File: src/assert_macros.svh
// ----------------------------------------------------------------------------
// Assertion macros
// Shorthand for clocked concurrent assertions, reset-qualified.
// ----------------------------------------------------------------------------
`ifndef ASSERT_MACROS_SVH
`define ASSERT_MACROS_SVH

// Check a property at every rising clock edge outside reset
`define H2R_ASSERT(name, prop, msg) \
  name: assert property (@(posedge clk_i) disable iff (!rst_ni) (prop)) else $error(msg);

// Check that a condition never holds outside reset
`define H2R_ASSERT_NEVER(name, expr, msg) \
  `H2R_ASSERT(name, !(expr), msg)

`endif

File: src/h2r_pkg.sv
// ----------------------------------------------------------------------------
// h2r_pkg
// Types and constants shared by the HSL to RGB converter modules.
// ----------------------------------------------------------------------------
`default_nettype none

package h2r_pkg;

  // Configuration register indexes
  localparam int unsigned CfgIdxW = 1;
  localparam logic [CfgIdxW-1:0] RegSaturation = 1'b0;
  localparam logic [CfgIdxW-1:0] RegLightness  = 1'b1;

  // Fixed-point constants
  localparam logic [16:0] Q16One    = 17'h10000;
  localparam logic [16:0] DegFull   = 17'd360;
  localparam logic [8:0]  SectorDeg = 9'd60;

  // Bias that makes the integer degree part non-negative (92 * 360)
  localparam logic [16:0] HueBias = 17'd33120;

  // Reciprocals for the divisions by 360 and by 60 (rounded down)
  localparam logic [15:0] Recip360      = 16'd46603;
  localparam int unsigned Recip360Shift = 24;
  localparam logic [22:0] Recip60       = 23'd4473924;
  localparam int unsigned Recip60Shift  = 28;

  // Classified hue: sector, degrees within the sector, fraction of a degree
  typedef struct packed {
    logic [2:0]  sector;
    logic [5:0]  rem;
    logic [15:0] frac;
  } h2r_item_t;

  // Configuration seen by the back end
  typedef struct packed {
    logic [7:0] sat;
    logic [7:0] light;
  } h2r_cfg_t;

  // Widen an 8-bit fraction to Q16.16: floor(v * 65536 / 255)
  function automatic logic [16:0] widen8(input logic [7:0] v);
    logic [16:0] res;
    if (v == 8'hFF) begin
      res = Q16One;
    end else begin
      res = {1'b0, v, v};
    end
    return res;
  endfunction

endpackage

`default_nettype wire

File: src/h2r_fifo.sv
// ----------------------------------------------------------------------------
// h2r_fifo
// Small register-based first-in first-out queue with registered count.
// ----------------------------------------------------------------------------
`default_nettype none

module h2r_fifo #(
  parameter int unsigned WIDTH = 8,
  parameter int unsigned DEPTH = 2
) (
  input  wire logic             clk_i,
  input  wire logic             rst_ni,
  input  wire logic             push_i,
  input  wire logic [WIDTH-1:0] data_i,
  output      logic             full_o,
  input  wire logic             pop_i,
  output      logic [WIDTH-1:0] data_o,
  output      logic             empty_o
);

  localparam int unsigned AW = $clog2(DEPTH);
  localparam int unsigned CW = $clog2(DEPTH + 1);

  logic [WIDTH-1:0] mem_q [DEPTH];
  logic [AW-1:0]    wr_ptr_q, wr_ptr_d;
  logic [AW-1:0]    rd_ptr_q, rd_ptr_d;
  logic [CW-1:0]    count_q, count_d;
  logic             do_push, do_pop;

  assign full_o  = (count_q == CW'(DEPTH));
  assign empty_o = (count_q == '0);
  assign data_o  = mem_q[rd_ptr_q];

  assign do_push = push_i && !full_o;
  assign do_pop  = pop_i && !empty_o;

  // Advance pointers and count
  always_comb begin
    wr_ptr_d = wr_ptr_q;
    rd_ptr_d = rd_ptr_q;
    count_d  = count_q;
    if (do_push) begin
      wr_ptr_d = (wr_ptr_q == AW'(DEPTH - 1)) ? '0 : wr_ptr_q + 1'b1;
    end
    if (do_pop) begin
      rd_ptr_d = (rd_ptr_q == AW'(DEPTH - 1)) ? '0 : rd_ptr_q + 1'b1;
    end
    if (do_push && !do_pop) begin
      count_d = count_q + 1'b1;
    end else if (do_pop && !do_push) begin
      count_d = count_q - 1'b1;
    end
  end

  always_ff @(posedge clk_i or negedge rst_ni) begin
    if (!rst_ni) begin
      wr_ptr_q <= '0;
      rd_ptr_q <= '0;
      count_q  <= '0;
    end else begin
      wr_ptr_q <= wr_ptr_d;
      rd_ptr_q <= rd_ptr_d;
      count_q  <= count_d;
    end
  end

  // Store payload
  always_ff @(posedge clk_i) begin
    if (do_push) begin
      mem_q[wr_ptr_q] <= data_i;
    end
  end

endmodule

`default_nettype wire

File: src/h2r_front.sv
// ----------------------------------------------------------------------------
// h2r_front
// Accepts hue requests, wraps them modulo 360 degrees and splits the
// result into sector, degrees within the sector and fraction.
// ----------------------------------------------------------------------------
`default_nettype none

module h2r_front import h2r_pkg::*; (
  input  wire logic               clk_i,
  input  wire logic               rst_ni,
  input  wire logic               push,
  input  wire logic signed [31:0] hue_i,
  output      logic               full,
  output      h2r_item_t          item_o,
  output      logic               item_push_o,
  input  wire logic               queue_full_i
);

  logic        valid_q, valid_d;
  logic [16:0] deg_q;
  logic [7:0]  quot_q;
  logic [15:0] frac_q;

  logic [16:0] deg_biased;
  logic [32:0] quot_prod;
  logic        accept;
  logic [16:0] quot_mul;
  logic [16:0] deg_rem;
  logic [8:0]  deg_wrap;
  logic [2:0]  sector;
  logic [8:0]  sector_base;

  // Integer degrees made non-negative, then a first estimate of the quotient
  assign deg_biased = {hue_i[31], hue_i[31:16]} + HueBias;
  assign quot_prod  = 33'(deg_biased) * 33'(Recip360);

  assign full        = valid_q && queue_full_i;
  assign accept      = push && !full;
  assign item_push_o = valid_q && !queue_full_i;

  always_comb begin
    valid_d = valid_q;
    if (accept) begin
      valid_d = 1'b1;
    end else if (item_push_o) begin
      valid_d = 1'b0;
    end
  end

  always_ff @(posedge clk_i or negedge rst_ni) begin
    if (!rst_ni) begin
      valid_q <= 1'b0;
    end else begin
      valid_q <= valid_d;
    end
  end

  // Capture the request
  always_ff @(posedge clk_i) begin
    if (accept) begin
      deg_q  <= deg_biased;
      quot_q <= quot_prod[Recip360Shift +: 8];
      frac_q <= hue_i[15:0];
    end
  end

  // Correct the remainder: the estimate is low by at most one
  assign quot_mul = 17'(quot_q) * DegFull;
  assign deg_rem  = deg_q - quot_mul;
  assign deg_wrap = (deg_rem >= DegFull) ? 9'(deg_rem - DegFull) : deg_rem[8:0];

  // Classify into 60-degree sectors
  always_comb begin
    if (deg_wrap >= 9'd300) begin
      sector = 3'd5;
    end else if (deg_wrap >= 9'd240) begin
      sector = 3'd4;
    end else if (deg_wrap >= 9'd180) begin
      sector = 3'd3;
    end else if (deg_wrap >= 9'd120) begin
      sector = 3'd2;
    end else if (deg_wrap >= 9'd60) begin
      sector = 3'd1;
    end else begin
      sector = 3'd0;
    end
  end

  assign sector_base = 9'(9'(sector) * SectorDeg);

  assign item_o.sector = sector;
  assign item_o.rem    = 6'(deg_wrap - sector_base);
  assign item_o.frac   = frac_q;

endmodule

`default_nettype wire

File: src/h2r_back.sv
// ----------------------------------------------------------------------------
// h2r_back
// Computes chroma, second component and offset for a classified hue and
// turns the three channels into clamped 8-bit values.
// ----------------------------------------------------------------------------
`default_nettype none

module h2r_back import h2r_pkg::*; (
  input  wire logic      clk_i,
  input  wire logic      rst_ni,
  input  wire h2r_cfg_t  cfg_i,
  input  wire h2r_item_t item_i,
  input  wire logic      item_empty_i,
  output      logic      item_pop_o,
  output      logic      rgb_push_o,
  output      logic [7:0] red_o,
  output      logic [7:0] green_o,
  output      logic [7:0] blue_o,
  input  wire logic      rgb_full_i
);

  // Q16.16 to 8 bits: (v * 255) >> 16, clamped
  function automatic logic [7:0] narrow8(input logic [17:0] v);
    logic [25:0] prod;
    logic [9:0]  t;
    prod = {v, 8'b0} - 26'(v);
    t    = prod[25:16];
    return (t > 10'd255) ? 8'hFF : t[7:0];
  endfunction

  logic advance;

  // Stage C
  logic        c_valid_q;
  logic [2:0]  c_sector_q;
  logic [21:0] c_w_q;
  logic [15:0] c_t_q;
  logic [16:0] c_chroma_q;
  logic [16:0] c_light_q;

  // Stage D
  logic        d_valid_q;
  logic [2:0]  d_sector_q;
  logic [16:0] d_f_q;
  logic [16:0] d_chroma_q;
  logic [16:0] d_m_q;

  // Stage E
  logic        e_valid_q;
  logic [2:0]  e_sector_q;
  logic [16:0] e_x_q;
  logic [16:0] e_chroma_q;
  logic [16:0] e_m_q;

  logic [21:0] w;
  logic [44:0] t_prod;
  logic [16:0] sat16, light16;
  logic [17:0] two_l;
  logic [16:0] l_dist;
  logic [16:0] one_minus;
  logic [33:0] chroma_prod;

  logic [21:0] t_mul;
  logic [21:0] t_rem;
  logic [16:0] t_fix;
  logic [16:0] f;
  logic [16:0] m;

  logic [33:0] x_prod;
  logic [16:0] r_lin, g_lin, b_lin;

  // Hold the pipeline while the last stage cannot drain
  assign advance    = !(e_valid_q && rgb_full_i);
  assign item_pop_o = advance && !item_empty_i;
  assign rgb_push_o = e_valid_q && !rgb_full_i;

  always_ff @(posedge clk_i or negedge rst_ni) begin
    if (!rst_ni) begin
      c_valid_q <= 1'b0;
      d_valid_q <= 1'b0;
      e_valid_q <= 1'b0;
    end else if (advance) begin
      c_valid_q <= item_pop_o;
      d_valid_q <= c_valid_q;
      e_valid_q <= d_valid_q;
    end
  end

  // Stage C: position inside the sector over 60, and chroma
  assign w      = {item_i.rem, item_i.frac};
  assign t_prod = 45'(w) * 45'(Recip60);

  assign sat16     = widen8(cfg_i.sat);
  assign light16   = widen8(cfg_i.light);
  assign two_l     = {light16, 1'b0};
  assign l_dist    = (two_l >= 18'(Q16One)) ? 17'(two_l - 18'(Q16One))
                                            : 17'(18'(Q16One) - two_l);
  assign one_minus = Q16One - l_dist;
  assign chroma_prod = 34'(one_minus) * 34'(sat16);

  always_ff @(posedge clk_i) begin
    if (advance) begin
      c_sector_q <= item_i.sector;
      c_w_q      <= w;
      c_t_q      <= t_prod[Recip60Shift +: 16];
      c_chroma_q <= chroma_prod[32:16];
      c_light_q  <= light16;
    end
  end

  // Stage D: correct the quotient, fold into a triangle, compute offset
  assign t_mul = 22'(c_t_q) * 22'(SectorDeg);
  assign t_rem = c_w_q - t_mul;
  assign t_fix = (t_rem >= 22'(SectorDeg)) ? 17'(c_t_q) + 17'd1 : 17'(c_t_q);
  assign f     = c_sector_q[0] ? Q16One - t_fix : t_fix;
  assign m     = c_light_q - {1'b0, c_chroma_q[16:1]};

  always_ff @(posedge clk_i) begin
    if (advance) begin
      d_sector_q <= c_sector_q;
      d_f_q      <= f;
      d_chroma_q <= c_chroma_q;
      d_m_q      <= m;
    end
  end

  // Stage E: second component
  assign x_prod = 34'(d_chroma_q) * 34'(d_f_q);

  always_ff @(posedge clk_i) begin
    if (advance) begin
      e_sector_q <= d_sector_q;
      e_x_q      <= x_prod[32:16];
      e_chroma_q <= d_chroma_q;
      e_m_q      <= d_m_q;
    end
  end

  // Order the channels by sector
  always_comb begin
    unique case (e_sector_q)
      3'd0: begin
        r_lin = e_chroma_q; g_lin = e_x_q;      b_lin = '0;
      end
      3'd1: begin
        r_lin = e_x_q;      g_lin = e_chroma_q; b_lin = '0;
      end
      3'd2: begin
        r_lin = '0;         g_lin = e_chroma_q; b_lin = e_x_q;
      end
      3'd3: begin
        r_lin = '0;         g_lin = e_x_q;      b_lin = e_chroma_q;
      end
      3'd4: begin
        r_lin = e_x_q;      g_lin = '0;         b_lin = e_chroma_q;
      end
      default: begin
        r_lin = e_chroma_q; g_lin = '0;         b_lin = e_x_q;
      end
    endcase
  end

  // Add offset and narrow to 8 bits
  assign red_o   = narrow8(18'(r_lin) + 18'(e_m_q));
  assign green_o = narrow8(18'(g_lin) + 18'(e_m_q));
  assign blue_o  = narrow8(18'(b_lin) + 18'(e_m_q));

endmodule

`default_nettype wire

File: src/hsl_to_rgb_converter.sv
// ----------------------------------------------------------------------------
// hsl_to_rgb_converter
// Fixed-point HSL to RGB color converter with queue-style channels.
// ----------------------------------------------------------------------------
// Usage:
//   Input channel: drive hue_i (signed Q16.16 degrees, any value) and raise
//   push; the request is taken at a clock edge where full is low.
//   Output channel: while empty is low, red_o/green_o/blue_o show the oldest
//   result; raise pop to take it.
//   Configuration: cfg_we_i writes cfg_data_i into register cfg_idx_i
//   (0 saturation, 1 lightness) at the clock edge; write only while idle.
//   Path: front register, middle queue, back stages C, D and E, output queue.
//   Throughput: one request per clock while full is low, set by the front
//   stage and the fully pipelined three-stage back end.
//   A queue between the front and back parts lets each stall on its own.
//   When the receiver stalls, results collect in the output queue, the back
//   pipeline holds, then the middle queue fills and full rises.
//   Reset: all queues empty, saturation 255, lightness 128.
// ----------------------------------------------------------------------------
`default_nettype none

`include "assert_macros.svh"

module hsl_to_rgb_converter import h2r_pkg::*; #(
  parameter int unsigned MID_DEPTH = 4,
  parameter int unsigned OUT_DEPTH = 2
) (
  input  wire logic               clk_i,
  input  wire logic               rst_ni,
  input  wire logic               push,
  output      logic               full,
  input  wire logic signed [31:0] hue_i,
  output      logic               empty,
  input  wire logic               pop,
  output      logic [7:0]         red_o,
  output      logic [7:0]         green_o,
  output      logic [7:0]         blue_o,
  input  wire logic               cfg_we_i,
  input  wire logic [CfgIdxW-1:0] cfg_idx_i,
  input  wire logic [7:0]         cfg_data_i
);

  logic [7:0] sat_q;
  logic [7:0] light_q;
  h2r_cfg_t   cfg;

  h2r_item_t  front_item;
  logic       mid_push;
  logic       mid_full;
  h2r_item_t  mid_item;
  logic       mid_empty;
  logic       mid_pop;

  logic       out_push;
  logic       out_full;
  logic [7:0] back_red, back_green, back_blue;
  logic [23:0] out_data;

  // Decode configuration writes
  always_ff @(posedge clk_i or negedge rst_ni) begin
    if (!rst_ni) begin
      sat_q   <= 8'd255;
      light_q <= 8'd128;
    end else if (cfg_we_i) begin
      unique case (cfg_idx_i)
        RegSaturation: sat_q   <= cfg_data_i;
        RegLightness:  light_q <= cfg_data_i;
        default: ;
      endcase
    end
  end

  assign cfg.sat   = sat_q;
  assign cfg.light = light_q;

  h2r_front u_front (
    .clk_i        (clk_i),
    .rst_ni       (rst_ni),
    .push         (push),
    .hue_i        (hue_i),
    .full         (full),
    .item_o       (front_item),
    .item_push_o  (mid_push),
    .queue_full_i (mid_full)
  );

  h2r_fifo #(
    .WIDTH ($bits(h2r_item_t)),
    .DEPTH (MID_DEPTH)
  ) u_mid_fifo (
    .clk_i   (clk_i),
    .rst_ni  (rst_ni),
    .push_i  (mid_push),
    .data_i  (front_item),
    .full_o  (mid_full),
    .pop_i   (mid_pop),
    .data_o  (mid_item),
    .empty_o (mid_empty)
  );

  h2r_back u_back (
    .clk_i        (clk_i),
    .rst_ni       (rst_ni),
    .cfg_i        (cfg),
    .item_i       (mid_item),
    .item_empty_i (mid_empty),
    .item_pop_o   (mid_pop),
    .rgb_push_o   (out_push),
    .red_o        (back_red),
    .green_o      (back_green),
    .blue_o       (back_blue),
    .rgb_full_i   (out_full)
  );

  h2r_fifo #(
    .WIDTH (24),
    .DEPTH (OUT_DEPTH)
  ) u_out_fifo (
    .clk_i   (clk_i),
    .rst_ni  (rst_ni),
    .push_i  (out_push),
    .data_i  ({back_red, back_green, back_blue}),
    .full_o  (out_full),
    .pop_i   (pop),
    .data_o  (out_data),
    .empty_o (empty)
  );

  assign red_o   = out_data[23:16];
  assign green_o = out_data[15:8];
  assign blue_o  = out_data[7:0];

  // Internal queues are never written while full
  `H2R_ASSERT_NEVER(a_mid_overflow, mid_push && mid_full, "middle queue overflow")
  `H2R_ASSERT_NEVER(a_out_overflow, out_push && out_full, "output queue overflow")
  // Classified hue stays inside the circle
  `H2R_ASSERT(a_item_range, mid_push |-> (front_item.sector <= 3'd5) && (front_item.rem < 6'd60), "hue classification out of range")
  // Back end pops only from a non-empty queue
  `H2R_ASSERT_NEVER(a_pop_empty, mid_pop && mid_empty, "pop from empty middle queue")

endmodule

`default_nettype wire

File: config.mk
export PLATFORM = sky130hd
export DESIGN_NAME = hsl_to_rgb_converter
export DESIGN_NICKNAME = d
export VERILOG_FILES = /design/src/h2r_pkg.sv /design/src/h2r_fifo.sv /design/src/h2r_front.sv /design/src/h2r_back.sv /design/src/hsl_to_rgb_converter.sv
export VERILOG_INCLUDE_DIRS = /design/src /design/src/src
export SDC_FILE = /design/constraint.sdc
export NUM_CORES = 2
export LEC_CHECK = 0
export ABC_AREA = 1
export BUFFER_PORTS_ARGS = -buffer_cell sky130_fd_sc_hd__buf_4
export CAP_MARGIN = 20
export CORE_MARGIN = 3
export CORE_UTILIZATION = 35
export DETAILED_ROUTE_END_ITERATION = 10
export PLACE_DENSITY = 0.54
export SKIP_CTS_REPAIR_TIMING = 1
export SLEW_MARGIN = 20
export SYNTH_ARGS = -nofsm -noshare
export SYNTH_HDL_FRONTEND = slang
export SYNTH_SLANG_ARGS = --single-unit
File: constraint.sdc
create_clock -name clk_i -period 7.2 [get_ports clk_i]
set_clock_uncertainty 0.15 [all_clocks]
set_input_delay 0.36 -clock clk_i [delete_from_list [all_inputs] [get_ports clk_i]]
set_output_delay 0.36 -clock clk_i [all_outputs]
set_load 0.05 [all_outputs]
==> qor.yml <==
timing:
  hold_ws_ns: -0.00973
  slew_viol_final: 0
  achievable-frequency_mhz: 132
  hold_violations: 2
  setup_tns_ns: -3.58
  setup_viol: 19
  timing.max_slew.rel_slack: 0.368
  final.period_utilization: 1.05
  timing.final.crit_period_ns: 7.58
  fin_ws_ns: -0.376
  tightestPinTransition_ns: 0.942
  rsz_0062_raised_after_global_routing: "true"
detailed_routing:
  viasPerCell: 4.76
  met3RoutedLength_um: 4970
  antenna_left: 0
  drt_first_iter_violations: 2251
  wl_met1_um: 62700
  dr.pass1.iters: 5
  drcViolationCount: 0
  post_drt_wl_per_cell_um: 16.2
  highest_layer: "met4"
  route.vias.total: 38700
  finalWirelength_um: 132000
  detailed_routed_wire_length_on_met2_um: 61900
grt:
  grt_first_pass_wirelength_um: 212000
  global_route.usage.total: 0.178
  grt_remaining_overflow: 0
  first_global_vias: 39400
  grt_antenna_before_repair: 0
  largest_net_degree_at_the_start_of_global_routing: 58
synthesis:
  mean_area_per_synthesized_cell_um2: 8.76
  dominant_synthesized_flop_cell: "sky130_fd_sc_hd__edfxtp_1"
  yosysMostFrequentCell: "sky130_fd_sc_hd__inv_1"
  synth.cells.most_frequent: "sky130_fd_sc_hd__inv_1 (1300), sky130_fd_sc_hd__nand2_1 (1110), sky130_fd_sc_hd__ha_1 (674)"
  async_set_reset_flop_share_out_of_synthesis: 0.0789
  synth_top_area_share: 0.237
  syn_nets: 7096
  synth_area_leader_cell: "sky130_fd_sc_hd__fa_1"
  synth_warnings: 0
  ys_top_cells_by_area: "sky130_fd_sc_hd__fa_1 (24%), sky130_fd_sc_hd__edfxtp_1 (21%), sky130_fd_sc_hd__ha_1 (17%)"
  netlist_instances: 5778
  ys_seq_area_frac: 0.230
  synth_enable_flop_cells: 362
  synth.ff_latch_count: 393
  netlist-cell-type-count: 59
  netlist_area_before_placement_mm2: 0.0506
clocking:
  cts_buffers: 46
  cts_htree_levels: 2
  cts_root_buf: "sky130_fd_sc_hd__clkbuf_16"
  clock_insertion_delay_worst_skew_ns: 0.63
  clkSlewWorstSetupHoldPaths_ns: 0.06
  clock_sinks: 393
  cts.path.max_buffers: 3
  cts_tree: "done"
layout:
  nFillCells: 14300
  fin_area_mm2: 0.0585
  multiInputGateArea_mm2: 0.0342
  post_route_cells_drive_above_1_share: 0.113
  areaGrowthSynthToFinish_pct: 15.6
  antenna_cells: 0
  layout.area.seq_mm2: 0.0117
  final_nets: 7519
worst_setup_path:
  required_time_of_the_critical_path_ns: 7.37
  worst-path-max-fanout: 8
  worst_path_most_repeated_cell: "sky130_fd_sc_hd__fa_1"
  critical_path.slowest_cell: "sky130_fd_sc_hd__fa_2"
  cp.arrival_ns: 7.75
  critical_path.max_stage_delay_ns: 0.61
  path_class: "register to register"
  critPathLaunchType: "register"
  critical_path.endpoint_type: "register"
flow_run:
  max_cap_violations: 0
placement:
  gp_routability_congestion: 0.902
  place_hpwl_um: 111000
  placedInstanceArea_mm2: 0.0559
  portBuffers: 71
die:
  fp.coreArea_mm2: 0.143
  die-height_um: 386
  row_count: 138
  dieArea_mm2: 0.149
  floorplan.die.width_um: 386
  initial_utilization: 0.355
  pin_count: 72
run_status:
  violations: "hold timing, setup timing"
  outcome: "complete, but fails checks"
hold_path:
  min-delay-path-class: "primary input to register"
==> per-layer routing <==
layer	track usage	up-vias
li1	-	19100
met1	0.254	18700
met2	0.298	713
met3	0.0136	127
met4	0.0337	0
met5	0	-
==> worst max-delay path: cells and delay by family (launching register included) <==
kind | cells | cell delay (ns)
DFF | 1 | 0.55
AOI/OAI and AO/OA | 5 | 0.62
adders and majority gates | 7 | 3.29
xor gates and xnor gates | 1 | 0.14
buffers and inverters | 9 | 0.60
and+or+nand+nor | 19 | 1.91
==> area by class of cell <==
| cell class | instances | area share |
|---|---|---|
| Tap cell | 1890 | 0.0404 |
| Sequential cell | 393 | 0.199 |
| Multi-Input combinational cell | 3961 | 0.585 |
| Clock buffer | 57 | 0.0204 |
| Inverter | 1314 | 0.0846 |
| Timing Repair Buffer | 485 | 0.0647 |
| Clock inverter | 28 | 0.00516 |
==> kinds of logic after synthesis <==
| logic type | after synthesis | share of synthesized area |
|---|---|---|
| simple gates | 1801 | 0.146 |
| buf+inv | 1424 | 0.106 |
| fa+ha+maj | 1272 | 0.403 |
| compound gates | 647 | 0.0724 |
| flops | 393 | 0.230 |
| xor+xnor | 241 | 0.0419 |
==> flip-flops by register name (all words and copies together) (netlist names), 3 cells and up <==
| name | count |
|---|---|
| u_back.c_t_q | 16 |
| u_front.frac_q | 16 |
| u_back.e_x_q | 17 |
| u_back.c_light_q | 9 |
| sat_q | 8 |
| u_front.deg_q | 17 |
| u_mid_fifo.count_q | 3 |
| u_back.d_m_q | 17 |
| u_back.d_f_q | 17 |
| light_q | 8 |
| u_back.c_sector_q | 3 |
| u_back.c_w_q | 20 |
| u_out_fifo.mem_q | 48 |
| u_back.e_m_q | 17 |
| u_back.e_chroma_q | 17 |
| u_back.d_chroma_q | 17 |
| u_back.d_sector_q | 3 |
| u_back.c_chroma_q | 17 |
| u_back.e_sector_q | 3 |
| u_front.quot_q | 8 |
| u_mid_fifo.mem_q | 100 |
==> layout by cell type, fill, tap and decap left out, types with 10 or more instances in the layout <==
cell type and count:
sky130_fd_sc_hd__clkbuf_1 11, sky130_fd_sc_hd__a21oi_2 13, sky130_fd_sc_hd__a21oi_1 270, sky130_fd_sc_hd__nand2_2 24, sky130_fd_sc_hd__clkinv_1 12, sky130_fd_sc_hd__inv_2 28, sky130_fd_sc_hd__nor2_1 355, sky130_fd_sc_hd__xnor2_1 78
sky130_fd_sc_hd__o211ai_1 10, sky130_fd_sc_hd__nor3_1 30, sky130_fd_sc_hd__nand3b_1 22, sky130_fd_sc_hd__a32oi_1 13, sky130_fd_sc_hd__ha_1 654, sky130_fd_sc_hd__edfxtp_1 362, sky130_fd_sc_hd__a31oi_1 11, sky130_fd_sc_hd__dfrtp_1 22
sky130_fd_sc_hd__o21ai_1 10, sky130_fd_sc_hd__o22ai_1 63, sky130_fd_sc_hd__a21o_1 21, sky130_fd_sc_hd__nand4_1 56, sky130_fd_sc_hd__xor2_1 160, sky130_fd_sc_hd__nor2_2 18, sky130_fd_sc_hd__nor4_1 10, sky130_fd_sc_hd__ha_4 15
sky130_fd_sc_hd__clkbuf_16 46, sky130_fd_sc_hd__nand2_1 1088, sky130_fd_sc_hd__nor2_4 14, sky130_fd_sc_hd__dlygate4sd3_1 27, sky130_fd_sc_hd__o21bai_1 19, sky130_fd_sc_hd__buf_4 446, sky130_fd_sc_hd__o21ai_0 155, sky130_fd_sc_hd__fa_1 592
sky130_fd_sc_hd__nand3_1 155, sky130_fd_sc_hd__inv_1 1278
==> per-stage QoR <==
step / std cells / util / worst slack, ns
global route: 8128 / 0.410 / -0.788
global placement: 7987 / 0.392 / -0.448
CTS: 8072 / 0.403 / -0.543
detailed placement: 7987 / 0.392 / -0.505
floorplan: 5778 / - / -0.123
finish: 8128 / 0.410 / -0.376
==> final timing paths <==
| path | from | to | slack [ns] | cells past startpoint |
|---|---|---|---|---|
| worst max-delay path | light_q[7] | u_back.c_chroma_q[16] | -0.38 | 41 |
| worst min-delay path | pop | u_out_fifo.rd_ptr_q | -0.01 | 3 |
| worst max register to register | light_q[7] | u_back.c_chroma_q[16] | -0.38 | 41 |
| worst min register to register | u_back.d_m_q[9] | u_back.e_m_q[9] | 0.27 | 0 |
| max in group asynchronous | rst_ni | light_q[7] | 6.36 | 2 |
| min in group asynchronous | rst_ni | u_back.d_valid_q | 0.10 | 2 |
Power is left out: the tool's default activity adds up to more than one toggle a clock period on the data nets, which glitch-free logic cannot reach.
